File: config.mk
export PLATFORM = sky130hd
export DESIGN_NAME = cau_out
export DESIGN_NICKNAME = d
export VERILOG_FILES = /design/src/design/cau_pkg.sv /design/src/design/cau_out.sv
export SDC_FILE = /design/constraint.sdc
export NUM_CORES = 1
export LEC_CHECK = 0
export ABC_AREA = 1
export BUFFER_PORTS_ARGS = -buffer_cell sky130_fd_sc_hd__buf_4
export CAP_MARGIN = 20
export CELL_PAD_IN_SITES_DETAIL_PLACEMENT = 0
export CELL_PAD_IN_SITES_GLOBAL_PLACEMENT = 2
export CORE_ASPECT_RATIO = 1.5
export CORE_MARGIN = 10
export CORE_UTILIZATION = 29
export CTS_CLUSTER_DIAMETER = 100
export DETAILED_ROUTE_END_ITERATION = 16
export MAX_ROUTING_LAYER = met4
export PLACE_DENSITY = 0.95
export SLEW_MARGIN = 40
export SYNTH_ARGS = -nofsm -noshare
export SYNTH_HDL_FRONTEND = slang
export SYNTH_SLANG_ARGS = --single-unit
File: constraint.sdc
create_clock -name clk -period 1.3 [get_ports clk]
set_input_delay 0.26 -clock clk [delete_from_list [all_inputs] [get_ports clk]]
set_output_delay 0.26 -clock clk [all_outputs]
set_load 0.02 [all_outputs]
File: src/design/cau_pkg.sv
`default_nettype none

package cau_pkg;

	localparam int CAU_DATA_WIDTH = 32;
	localparam int CAU_FRAC_BITS  = 16;

	typedef enum logic [2:0] {
		OP_ADD  = 3'd0,
		OP_SUB  = 3'd1,
		OP_MUL  = 3'd2,
		OP_DIV  = 3'd3,
		OP_MOD  = 3'd4,
		OP_CONJ = 3'd5
	} op_t;

	// per-word control that rides along the pipeline
	typedef struct packed {
		op_t  op;
		logic div_zero;
		logic sat;
		logic neg_re;
		logic neg_im;
	} cau_ctl_t;

endpackage

`default_nettype wire

File: src/design/cau_out.sv
`default_nettype none

module cau_out import cau_pkg::*; #(
	parameter int W = CAU_DATA_WIDTH
) (
	input  wire logic         clk,
	input  wire logic         arst_n,
	input  wire logic         en,
	input  wire logic         vld_i,
	input  wire cau_ctl_t     ctl_i,
	input  wire logic [W-1:0] dir_re_i,
	input  wire logic [W-1:0] dir_im_i,
	input  wire logic [W-1:0] q_re_i,
	input  wire logic [W-1:0] q_im_i,
	input  wire logic         ovf_re_i,
	input  wire logic         ovf_im_i,
	input  wire logic [W-1:0] root_i,
	input  wire logic [2*W:0] root_rem_i,
	output logic              m_tvalid,
	output logic [W-1:0]      res_re,
	output logic [W-1:0]      res_im,
	output logic              div_zero,
	output logic              saturated
);

	function automatic logic [W:0] sat_u(input logic [W:0] m, input logic neg);
		logic [W:0]   lim;
		logic [W-1:0] lo;
		lim = neg ? ((W + 1)'(1) << (W - 1)) : (((W + 1)'(1) << (W - 1)) - 1'b1);
		lo  = m[W-1:0];
		if (m > lim) begin
			return {1'b1, neg ? {1'b1, {(W - 1){1'b0}}} : {1'b0, {(W - 1){1'b1}}}};
		end
		return {1'b0, neg ? -lo : lo};
	endfunction

	logic         vld_q, dz_q, sat_q;
	logic [W-1:0] re_q, im_q;
	logic [W:0]   rnd_root;
	logic [W-1:0] re, im;
	logic         sre, sim, dz, sat;

	always_comb begin
		// round to nearest: bump when x - s^2 > s
		rnd_root = {1'b0, root_i} + (W + 1)'(root_rem_i > (2 * W + 1)'(root_i));
		sre = 1'b0;
		sim = 1'b0;
		dz  = 1'b0;
		unique case (ctl_i.op)
			OP_DIV: begin
				if (ctl_i.div_zero) begin
					re = '0;
					im = '0;
					dz = 1'b1;
				end else begin
					{sre, re} = sat_u({ovf_re_i, q_re_i}, ctl_i.neg_re);
					{sim, im} = sat_u({ovf_im_i, q_im_i}, ctl_i.neg_im);
				end
				sat = sre | sim;
			end
			OP_MOD: begin
				{sre, re} = sat_u(rnd_root, 1'b0);
				im  = '0;
				sat = sre;
			end
			default: begin
				re  = dir_re_i;
				im  = dir_im_i;
				sat = ctl_i.sat;
			end
		endcase
	end

	always_ff @(posedge clk or negedge arst_n) begin
		if (!arst_n) begin
			vld_q <= 1'b0;
		end else if (en) begin
			vld_q <= vld_i;
		end
	end

	always_ff @(posedge clk) begin
		if (en) begin
			re_q  <= re;
			im_q  <= im;
			dz_q  <= dz;
			sat_q <= sat;
		end
	end

	assign m_tvalid  = vld_q;
	assign res_re    = re_q;
	assign res_im    = im_q;
	assign div_zero  = dz_q;
	assign saturated = sat_q;

	a_dz_clean: assert property (@(posedge clk) disable iff (!arst_n)
		vld_i && en && ctl_i.div_zero |=> m_tvalid && div_zero && !saturated
			&& res_re == '0 && res_im == '0)
		else $error("divide by zero word not cleared");

	a_mod_real: assert property (@(posedge clk) disable iff (!arst_n)
		vld_i && en && ctl_i.op == OP_MOD |=> res_im == '0 && !res_re[W-1] && !div_zero)
		else $error("modulus word malformed");

	a_dz_only_div: assert property (@(posedge clk) disable iff (!arst_n)
		vld_i && en && ctl_i.op != OP_DIV |=> !div_zero)
		else $error("div_zero outside divide");

endmodule

`default_nettype wire

Word-level counts from Yosys, hierarchy flattened
Cells that the tools add are included.
{"block": "word_totals", "reg_bits": 67, "input_bits": 238, "output_inout_bits": 67, "elab_cells": 45}
{"block": "classes", "addsub": 3, "magnitude_cmp": 4, "eq_ne": 2, "muxes": 30, "bitwise": 1}
{"op": "32-bit two-way mux", "n": 8}
{"op": "33-bit two-way mux", "n": 6}
{"op": "32-bit case mux with 2 select lines", "n": 2}
{"op": "33-bit by 32-bit greater-than comparator with 1-bit output", "n": 2}
{"op": "65-bit by 32-bit greater-than comparator with 1-bit output", "n": 1}
{"op": "32-bit negation", "n": 2}
{"op": "32-bit by 1-bit adder with 33-bit output", "n": 1}
{"op": "33-bit by 31-bit greater-than comparator with 1-bit output (second input constant)", "n": 1}
{"op": "1-bit two-way mux", "n": 13}
{"op": "3-bit by 2-bit equality test with 1-bit output (second input constant)", "n": 1}
{"op": "3-bit equality test (second input constant)", "n": 1}
{"op": "1-bit case mux with 2 select lines", "n": 1}
{"op": "1-bit OR", "n": 1}

Longest topological paths before layout
Gate-level depths: netlist of run 1.
{"block": "depth", "depth_word": 10, "ltp_mapped": 26, "depth_no_buf": 26}

Worst setup path after synthesis of run 1
Ideal clock, no wire load.
{"block": "synth_path", "path_type": "input-to-reg", "startpoint": "in root_i[28]", "endpoint": "reg re_q[20] (netlist: res_re[20]) (data pin)", "setup_time_ns": 0.254, "t_arrival_ns": 2.637, "t_required_ns": 1.046, "setup_slack_ns": -1.590, "cell_stages": 26, "path_buffers": 0, "path_cell_list": "inv_1 -> ha_1 -> nand2_1 -> inv_1 -> nand3_1 -> nor3_1 -> nand2_1 -> nor2_1 -> nand3b_1 -> nand4_1 -> nand2_1 -> inv_1 -> ha_1 -> nand2_1 -> nor2_1 -> inv_1 -> nor2_4 -> nand2_4 -> nor2_2 -> nand2_1 -> nor2_1 -> nand2_1 -> nand3_1 -> nand2_1 -> nor2_1 -> nand2_1"}
{"block": "synth_via", "elab_chain_cells": 7}
{"element": "start, declared", "line": "cau_out.sv:17", "rtl": "input wire logic [W-1:0] root_i,"}
{"element": "65-bit by 32-bit greater-than comparator with 1-bit output", "line": "cau_out.sv:45", "rtl": "rnd_root = {1'b0, root_i} + (W + 1)'(root_rem_i > (2 * W + 1)'(root_i));"}
{"element": "32-bit by 1-bit adder with 33-bit output *", "line": "cau_out.sv:45"}
{"element": "33-bit by 31-bit greater-than comparator with 1-bit output", "line": "cau_out.sv:31", "rtl": "if (m > lim) begin"}
{"element": "1-bit two-way mux", "line": "cau_out.sv:31"}
{"element": "1-bit two-way mux", "line": "cau_out.sv:49", "rtl": "unique case (ctl_i.op)"}
{"element": "33-bit two-way mux *", "line": "cau_out.sv:34", "rtl": "return {1'b0, neg ? -lo : lo};"}
{"element": "32-bit case mux with 2 select lines *", "line": "cau_out.sv:49"}
{"element": "named net re[20]", "line": "cau_out.sv:40", "rtl": "logic [W-1:0] re, im;"}
{"element": "end signal, assigned", "line": "cau_out.sv:84", "rtl": "re_q <= re;"}
{"element": "end, declared", "line": "cau_out.sv:38", "rtl": "logic [W-1:0] re_q, im_q;"}
Mark *: on every way through the listed nets, which the timed path passes. The rest lies on a longest branch. The select of a mux whose other input is x is not followed.
A chain may end at the register's enable or synchronous reset.

Worst setup path in the final report of run 1
{"block": "layout_path", "startpoint": "in root_i[26]", "endpoint": "reg re_q[0] (netlist: res_re[0]) (data pin)"}
Same word-level chain as after synthesis.

==> results of run 1 <==
## placed cells by master (no fill, tap or decap), types with 4 or more instances in the layout
cell,instances
nor2_2,18
buf_8,9
a32o_1,4
nor3_4,7
nand3b_1,6
buf_16,8
nor2_4,26
buf_4,611
nand2_4,14
buf_6,21
edfxtp_1,66
clkbuf_16,10
nor2_1,172
a21oi_1,38
a21o_1,6
inv_6,5
inv_1,156
buf_12,16
nand3_4,22
o21ai_1,5
ha_4,47
inv_4,6
nand3_1,99
inv_2,15
nor3_2,8
o21ai_0,47
ha_1,53
xnor2_1,9
nor3_1,12
nand4_1,36
nand3_2,26
xor2_1,38
nand2_1,441
nand2_2,53
## flip-flops by register name, indices dropped and copies added, names as in the netlist
signal,flops
saturated,1
m_tvalid,1
res_re,32
div_zero,1
res_im,32
## per-stage QoR
step | cells | setup slack [ps] | power [mW] | hold WS (ps)
global route | 2557 | -1650 | 11.0 | 147
detailed placement | 2502 | -1890 | 7.01 | 40.0
floorplan | 1502 | -1440 | 4.66 | -35.6
global placement | 2502 | -1840 | 6.94 | 40.4
finish | 2557 | -1460 | 10.4 | 151
CTS | 2545 | -1380 | 10.2 | 139
## cells by family after synthesis
kind of cell / count (synthesis) / share of synthesized area, %
buffers and inverters: 219 / 9.34
and+or+nand+nor: 951 / 43.7
DFF: 67 / 21.8
muxes: 1 / 0.122
AOI/OAI and AO/OA: 117 / 7.07
xor gates and xnor gates: 47 / 4.47
adders and majority gates: 100 / 13.6
## final timing paths
path / from / end / slack (ps) / depth (start not counted)
hold reg to reg: m_tvalid / m_tvalid / 530 / 1
min in group asynchronous: arst_n / m_tvalid / 230 / 2
setup / recovery: root_i[26] / res_re[0] / -1460 / 25
hold / removal: vld_i / m_tvalid / 150 / 2
setup reg to reg: m_tvalid / m_tvalid / 550 / 1
max in group asynchronous: arst_n / m_tvalid / 990 / 2
## repair_timing
| action | 4_1_cts | 5_1_grt |
|---|---|---|
| cloned | 10 | 2 |
| hold buffers | 1 | 0 |
| resized for setup | 193 | 115 |
| pin swaps | 87 | 66 |
| setup endpoints to repair | 65 | 65 |
| hold endpoints to repair | 1 | 0 |
| setup buffers | 17 | 10 |
## layer usage
metal	vias up	share of wire [%]	wire length [um]	global-route usage, %
li1	6185	-	-	-
met5	-	0	0	-
met1	5557	39	17400	23.5
met3	108	4.8	2130	2.46
met4	0	4.4	1950	9.58
met2	415	52	23200	39.2
## power by group through the flow
stage / logic, mW / registers, mW / clock network (mW)
CTS: 4.80 / 2.73 / 2.66
floorplan: 1.64 / 3.02 / 0
global route: 5.49 / 2.74 / 2.74
detailed placement: 4.24 / 2.77 / 0
finish: 5.07 / 2.73 / 2.62
global placement: 4.17 / 2.77 / 0
## area by class of cell
| cell class | instances | area (um^2) | area share [%] |
|---|---|---|---|
| multi-input cells | 1216 | 7920 | 46.4 |
| repair buffers | 668 | 5540 | 32.4 |
| flip-flops and latches | 67 | 2010 | 11.8 |
| inverters | 182 | 744 | 4.36 |
| well taps | 405 | 507 | 2.97 |
| clock buffers | 11 | 253 | 1.48 |
| clock inverters | 5 | 67.6 | 0.396 |
| repair inverters | 3 | 33.8 | 0.198 |
==> flow_summary.ini, run 1 <==
[pwr]
ir_drop_uv = 584
power_frac_comb_pct = 48.6
power_leakage_nw = 8.36
p_int_mw = 6.71
p_clk_share_pct = 25.2
swShare_pct = 35.6
p_switching_mw = 3.71
power.density_mw_per_mm2 = 610
pwr-share-seq_pct = 26.2

[sta]
finalSetupViolations = 65
tightest_slew_ps = 470
finalHoldViolCount = 0
fin_crit_ps = 2760
rsz0062_at_grt = yes
final.setup.worst_slack_ps = -1460
slew_violations = 0
relSlewSlack_pct = 68.4
fin_skew_ps = 0
finalCritPeriodShare_pct = 212
fmax_mhz = 363
finalSetupTns_ps = -66370

[finish]
fin_util_pct = 54.7
nFillCells = 3038
area_growth_pct = 85.2
n_antenna_cell = 0
finalInstanceArea_mm2 = 0.0171
nets = 2485
drive_above_1_share_pct = 44.0

[placed_design]
place_congestion = 1.04
dpl_cell_area_mm2 = 0.0148
portBuffers = 304
post-dp-hpwl_um = 36800

[status]
violations = negative setup slack
status = finished with violations

[logic_synthesis]
syn_avg_cell_area_um2 = 6.14
ys_seq_area_share_pct = 21.8
synth_most_common_cell = nand2_1
ys_top_cells_by_area = edfxtp_1 21%, nand2_1 21%, ha_1 14%
yosysTopAreaCellShare_pct = 21.5
async_flop_share_pct = 1.49
synth_cells = 1502
synth_common_cells = 505 x nand2_1, 210 x nor2_1, 172 x inv_1, 146 x nand3_1, 100 x ha_1
ys_warn_count = 0
yosysTopAreaCell = edfxtp_1
synth_edf_count = 66
syn_nets = 1840
synth_seq_cells = 67
syn-cell-area_mm2 = 0.00922
synth_flop_cell = edfxtp_1
synth.distinct_cells = 45

[global_routing]
grt_max_degree = 33
grt_util_all_layers_pct = 21.9
gr-total-overflow = 0
grt_pass1_vias = 12700
antenna_found_initial = 0
grt_pass1_wl_um = 66400

[clocking]
cts_tree = done
cts.sinks = 67
root_buffer = clkbuf_16
htree_levels = 3
clock_path_buffers = 2
numCtsBuffers = 9
worstSkewPairLatency_ps = 340
cts.clk_slew.worst_paths_ps = 60

[detailed_routing]
drc = 0
dr.first_iter.drc_count = 610
totalWireLength_um = 44700
vias = 12300
viasPerCell = 4.80
first_pass_iters = 5
post_drt_wl_per_cell_um = 17.5
ant_nets = 0

[worst_setup_path]
cp_max_fo = 7
required_ps = 1400
crit_arrival_ps = 2860
start_kind = input port
crit_slowest_cell = ha_4
cp_num_buf_inv = 6
cp-end-kind = flop
cp_slowest_stage_delay_ps = 220
path_common_cell = nand2_1
critPathKind = in2reg
crit_family = simple AND/OR/NAND/NOR gates

[floorplanning]
fp.dieH_um = 238
start_util_pct = 29.5
die_w_um = 166
dieArea_mm2 = 0.0395
num_rows = 79
core_area_mm2 = 0.0312
ios = 305

[flow_run]
max-cap-violations = 0

[hold_path]
min_path_type = in2reg
Power figures use the tool's default switching activity.
==> inputs of run 2 (changes only) <==
--- a/config.mk
+++ b/config.mk
@@ -5,14 +5,13 @@
 export SDC_FILE = /design/constraint.sdc
 export NUM_CORES = 1
 export LEC_CHECK = 0
-export ABC_AREA = 1
 export BUFFER_PORTS_ARGS = -buffer_cell sky130_fd_sc_hd__buf_4
 export CAP_MARGIN = 20
 export CELL_PAD_IN_SITES_DETAIL_PLACEMENT = 0
 export CELL_PAD_IN_SITES_GLOBAL_PLACEMENT = 2
 export CORE_ASPECT_RATIO = 1.5
 export CORE_MARGIN = 10
-export CORE_UTILIZATION = 29
+export CORE_UTILIZATION = 31
 export CTS_CLUSTER_DIAMETER = 100
 export DETAILED_ROUTE_END_ITERATION = 16
 export MAX_ROUTING_LAYER = met4
==> flow_summary.ini, run 2 <==
[worst_setup_path]
cp_max_fo = 8
cp_slowest_stage_delay_ps = 530
crit_start = root_i[26]
cp-end-kind = flop
cp_cell_sequence = buf_4, inv_2, ha_4, a21o_1, a21o_1, a21oi_2, o21ai_2, or4_4, o2bb2a_4, ha_4, and3_4, nand4_1, nor4_2, mux2i_2, buf_4, nor2_4, buf_4, a221oi_2, o211ai_1
crit_family = compound AO/OA/AOI/OAI gates
r2r-start = m_tvalid
cp_num_buf_inv = 4
rrSetupSlack_ps = 560
required_ps = 1380
start_kind = input port
r2r-end = m_tvalid
r2r.worst_path.cells = 1
path_common_cell = buf_4
crit_cells = 19
crit_slowest_cell = or4_4
critPathKind = in2reg
crit_arrival_ps = 3520

[detailed_routing]
ant_nets = 0
post_drt_wl_per_cell_um = 22.6
first_pass_iters = 6
viasPerCell = 5.60
vias = 10300
dr.first_iter.drc_count = 663
totalWireLength_um = 41600
drc = 0

[placed_design]
place_congestion = 1.01
portBuffers = 304
pre_cts_slack_ps = -2800
placedCellCount = 1792
post-dp-hpwl_um = 34300
dpl_cell_area_mm2 = 0.0129

[global_routing]
grt_pass1_wl_um = 60800
grt_util_all_layers_pct = 25.0
grt_max_degree = 34
gr-total-overflow = 0
antenna_found_initial = 1
grt_pass1_vias = 10900

[hold_path]
holdPathStages = 2
hold_end = m_tvalid
min_path_type = in2reg
worstHoldStart = vld_i

[clocking]
worstSkewPairLatency_ps = 340
htree_levels = 3
cts.sinks = 67
root_buffer = clkbuf_16
clock_path_buffers = 2
cts_tree = done
numCtsBuffers = 9
cts.clk_slew.worst_paths_ps = 60

[logic_synthesis]
syn-cell-area_mm2 = 0.00796
synth_seq_cells = 67
yosysTopAreaCell = edfxtp_1
ys_seq_area_share_pct = 25.2
ys_top_cells_by_area = edfxtp_1 25%, ha_1 16%, a221o_1 3.8%
synth_edf_count = 66
synth_flop_cell = edfxtp_1
synth_common_cells = 100 x ha_1, 80 x nor2_1, 66 x edfxtp_1, 64 x nand2_1, 46 x nand3_1
syn_nets = 1269
yosysTopAreaCellShare_pct = 24.9
synth.distinct_cells = 71
synth_most_common_cell = ha_1
synth_cells = 931
ys_warn_count = 0
syn_avg_cell_area_um2 = 8.55
async_flop_share_pct = 1.49

[finish]
area_growth_pct = 82.3
final_cell_mix = 559 x buf_4, 73 x nor2_1, 66 x edfxtp_1
drive_above_1_share_pct = 51.7
nFillCells = 2254
fin_cells = 1837
finalInstanceArea_mm2 = 0.0145
mostFrequentLayoutCell = buf_4
nets = 1841

[sta]
relSlewSlack_pct = 57.4
fmax_mhz = 291
fin_skew_ps = 0
tightest_slew_ps = 639
fin_crit_ps = 3440
finalSetupTns_ps = -97660
finalSetupViolations = 65
slew_violations = 0
final.setup.worst_slack_ps = -2140
finalCritPeriodShare_pct = 264
finalHoldViolCount = 0
rsz0062_at_grt = yes

[flow_run]
max-cap-violations = 0

[pwr]
power.density_mw_per_mm2 = 664
power_leakage_nw = 6.32
ir_drop_uv = 477
finalPower_mw = 9.64

[status]
violations = negative setup slack
status = finished with violations

[floorplanning]
core_area_mm2 = 0.0252
start_util_pct = 31.6
dieArea_mm2 = 0.0326
ios = 305
fp.dieH_um = 216
die_w_um = 151
num_rows = 71
## run 2: cell types whose count changed after synthesis, sizes merged, moves of 24 or more
| cell | previous run | this run |
|---|---|---|
| nand2 | 510 | 64 |
| inv | 181 | 46 |
| nor2 | 216 | 81 |
| nand3 | 147 | 47 |
| a221o | 0 | 30 |
| xor2 | 38 | 8 |
| o211ai | 1 | 29 |
| xnor2 | 9 | 33 |
## run 2: worst max path at each step
stage | to | slack, ps
after CTS | res_re[16] | -2160
after global placement | res_re[18] | -2790
after floorplan | res_re[12] | -2350
after global routing | res_re[12] | -2230
after detailed placement | res_re[18] | -2800
final | res_re[20] | -2140
## run 2: where the power goes
group	total, mW	switching (mW)	leakage, nW	internal [mW]
clock	2.47	0.995	0.144	1.48
sequential	2.73	0.0865	0.655	2.64
combinational	4.44	2.22	5.52	2.23
total	9.64	3.30	6.32	6.34
## run 2: cells by family after synthesis
group	share of synthesized area (%)
compound gates	21.5
xor+xnor	4.51
fa+ha+maj	15.7
buf+inv	4.49
flops	25.2
mux	3.85
simple gates	24.7
## run 2: final cells by class
class	instances	area (um^2)	share of cell area, %
clock inverters	7	68.8	0.474
repair buffers	602	4900	33.8
flip-flops and latches	67	2010	13.8
inverters	46	201	1.39
clock buffers	9	225	1.55
multi-input cells	777	6700	46.2
diodes	1	2.50	0.0172
well taps	328	410	2.83
## run 2: layer usage
metal | GRT usage [%] | wire (um)
met2 | 44.7 | 21600
met5 | - | 0
met3 | 6.21 | 3050
met4 | 16.6 | 3120
met1 | 22.7 | 13800
## run 2: through the flow
| step | util (%) | hold slack, ps |
|---|---|---|
| final | 57.5 | 150 |
| after global placement | 51.0 | 35.8 |
| after floorplan | - | -35.6 |
| after CTS | 55.8 | 144 |
| after global routing | 57.5 | 157 |
| after detailed placement | 51.0 | 36.1 |
## run 2: timing repair
action / 4_1_cts / 5_1_grt
hold buffers: 1 / 0
gates cloned: 7 / 1
buffers inserted: 10 / 11
pin swaps: 56 / 40
endpoints found under the hold margin: 1 / 0
resized for setup: 122 / 55
setup endpoints to repair: 65 / 66
==> inputs of run 3 (changes only) <==
--- a/config.mk
+++ b/config.mk
@@ -9,7 +9,7 @@
 export CAP_MARGIN = 20
 export CELL_PAD_IN_SITES_DETAIL_PLACEMENT = 0
 export CELL_PAD_IN_SITES_GLOBAL_PLACEMENT = 2
-export CORE_ASPECT_RATIO = 1.5
+export CORE_ASPECT_RATIO = 0.75
 export CORE_MARGIN = 10
 export CORE_UTILIZATION = 31
 export CTS_CLUSTER_DIAMETER = 100
@@ -20,3 +20,4 @@
 export SYNTH_ARGS = -nofsm -noshare
 export SYNTH_HDL_FRONTEND = slang
 export SYNTH_SLANG_ARGS = --single-unit
+export TNS_END_PERCENT = 30
==> flow_summary.ini, run 3 (synthesis gave the netlist of run 2 again) <==
[status]
status = finished with violations
violations = negative setup slack

[finish]
fin_util_pct = 52.1
final_cell_mix = 554 x buf_4, 93 x ha_1, 76 x nor2_1
area_growth_pct = 64.5
fin_cells = 1813
mostFrequentLayoutCell = buf_4
nets = 1806
drive_above_1_share_pct = 44.0

[global_routing]
grt_max_degree = 43
gr-total-overflow = 0
grt_pass1_wl_um = 55700
grt_pass1_vias = 9482
antenna_found_initial = 2
grt_util_all_layers_pct = 22.4

[pwr]
pwr-share-seq_pct = 30.4
p_switching_mw = 2.97
ir_drop_uv = 513
finalPower_mw = 8.98
power_leakage_nw = 5.91
swShare_pct = 33.1
p_int_mw = 6.01
p_clk_share_pct = 27.3
power.density_mw_per_mm2 = 686
power_frac_comb_pct = 42.2

[detailed_routing]
first_pass_iters = 5
ant_nets = 0
dr.first_iter.drc_count = 805
totalWireLength_um = 37000
post_drt_wl_per_cell_um = 20.4
viasPerCell = 5.32
drc = 0
vias = 9653

[floorplanning]
ios = 305
start_util_pct = 31.7
dieArea_mm2 = 0.0326
core_area_mm2 = 0.0251
fp.dieH_um = 159
num_rows = 50
die_w_um = 205

[sta]
fin_skew_ps = 0
finalSetupViolations = 65
finalHoldViolCount = 0
finalCritPeriodShare_pct = 261
fmax_mhz = 294
final.setup.worst_slack_ps = -2100
rsz0062_at_grt = yes
tightest_slew_ps = 673
slew_violations = 0
finalSetupTns_ps = -104310
relSlewSlack_pct = 55.0
fin_crit_ps = 3400

[placed_design]
place_congestion = 0.921
portBuffers = 304
post-dp-hpwl_um = 31700
placedCellCount = 1786

[worst_setup_path]
critPathKind = in2reg
cp_max_fo = 5
crit_arrival_ps = 3470
cp-end-kind = flop
cp_slowest_stage_delay_ps = 470
cp_cell_sequence = buf_12, inv_12, ha_4, a21o_1, a21o_1, a21oi_2, o21ai_1, o211a_1, or4_4, o2bb2a_4, ha_4, and3_4, nand4_1, nor4_2, mux2i_2, buf_4, nor2_4, a221o_1, a221o_1
start_kind = input port
required_ps = 1380
crit_slowest_cell = or4_4

[clocking]
root_buffer = clkbuf_16
numCtsBuffers = 9
clock_path_buffers = 2
cts.clk_slew.worst_paths_ps = 60
worstSkewPairLatency_ps = 330
htree_levels = 3
cts.sinks = 67
cts_tree = done

[flow_run]
max-cap-violations = 0

[hold_path]
min_path_type = in2reg
[run 3: final cells by class]
cell class | instances | area (um^2)
clock buffer | 9 | 225
inverter | 46 | 185
sequential | 67 | 2010
multi-input combinational | 777 | 5820
clock inverter | 6 | 66.3
fill | 2384 | 12100
antenna | 3 | 7.51
tap | 338 | 423
timing repair buffer | 567 | 4360
[run 3: timing repair]
| item | in CTS | in global routing |
|---|---|---|
| setup buffers | 5 | 2 |
| hold buffers | 1 | 0 |
| resized for setup | 27 | 14 |
| cloned | 2 | 0 |
| hold endpoints to repair | 1 | 0 |
| pin swaps | 10 | 9 |
| setup endpoints to repair | 65 | 66 |
[run 3: worst max-delay path: cells and delay by family]
kind                       cells  cell delay, ps
adders and majority gates      2             340
AOI/OAI and AO/OA              8            1520
and+or+nand+nor                5             850
muxes                          1             200
buffers and inverters          3             300
[run 3: metrics by stage]
step	area, um^2	hold WS [ps]	setup slack (ps)
CTS	13000	156	-2070
global placement	12500	35.9	-2580
detailed placement	12500	36.2	-2620
global route	13100	167	-2250
finish	13100	169	-2100
floorplan	8040	-35.6	-2350
[run 3: routing by layer]
| metal | global-route usage (%) | wire length [um] | part of all wire, % | vias to the layer above |
|---|---|---|---|---|
| met5 | - | 0 | 0 | - |
| li1 | - | - | - | 4757 |
| met3 | 6.44 | 3390 | 9.2 | 30 |
| met2 | 34.2 | 16700 | 45 | 379 |
| met4 | 4.37 | 570 | 1.5 | 0 |
| met1 | 28.8 | 16300 | 44 | 4487 |
[run 3: power groups by stage]
stage          Clock (mW)  Sequential [mW]  Combinational [mW]
6_report             2.46             2.73                3.79
5_1_grt              2.60             2.75                4.12
4_1_cts              2.53             2.73                3.76
3_5_place_dp            0             2.78                3.67
3_3_place_gp            0             2.77                3.61
2_1_floorplan           0             3.02                1.24
[run 3: worst paths after layout]
kind / start / to / slack [ps] / cells after the start
hold reg to reg: m_tvalid / m_tvalid / 510 / 1
hold / removal: vld_i / m_tvalid / 170 / 2
setup reg to reg: m_tvalid / m_tvalid / 560 / 1
min in group asynchronous: arst_n / m_tvalid / 250 / 2
setup / recovery: root_i[10] / res_re[6] / -2100 / 19
max in group asynchronous: arst_n / m_tvalid / 970 / 2
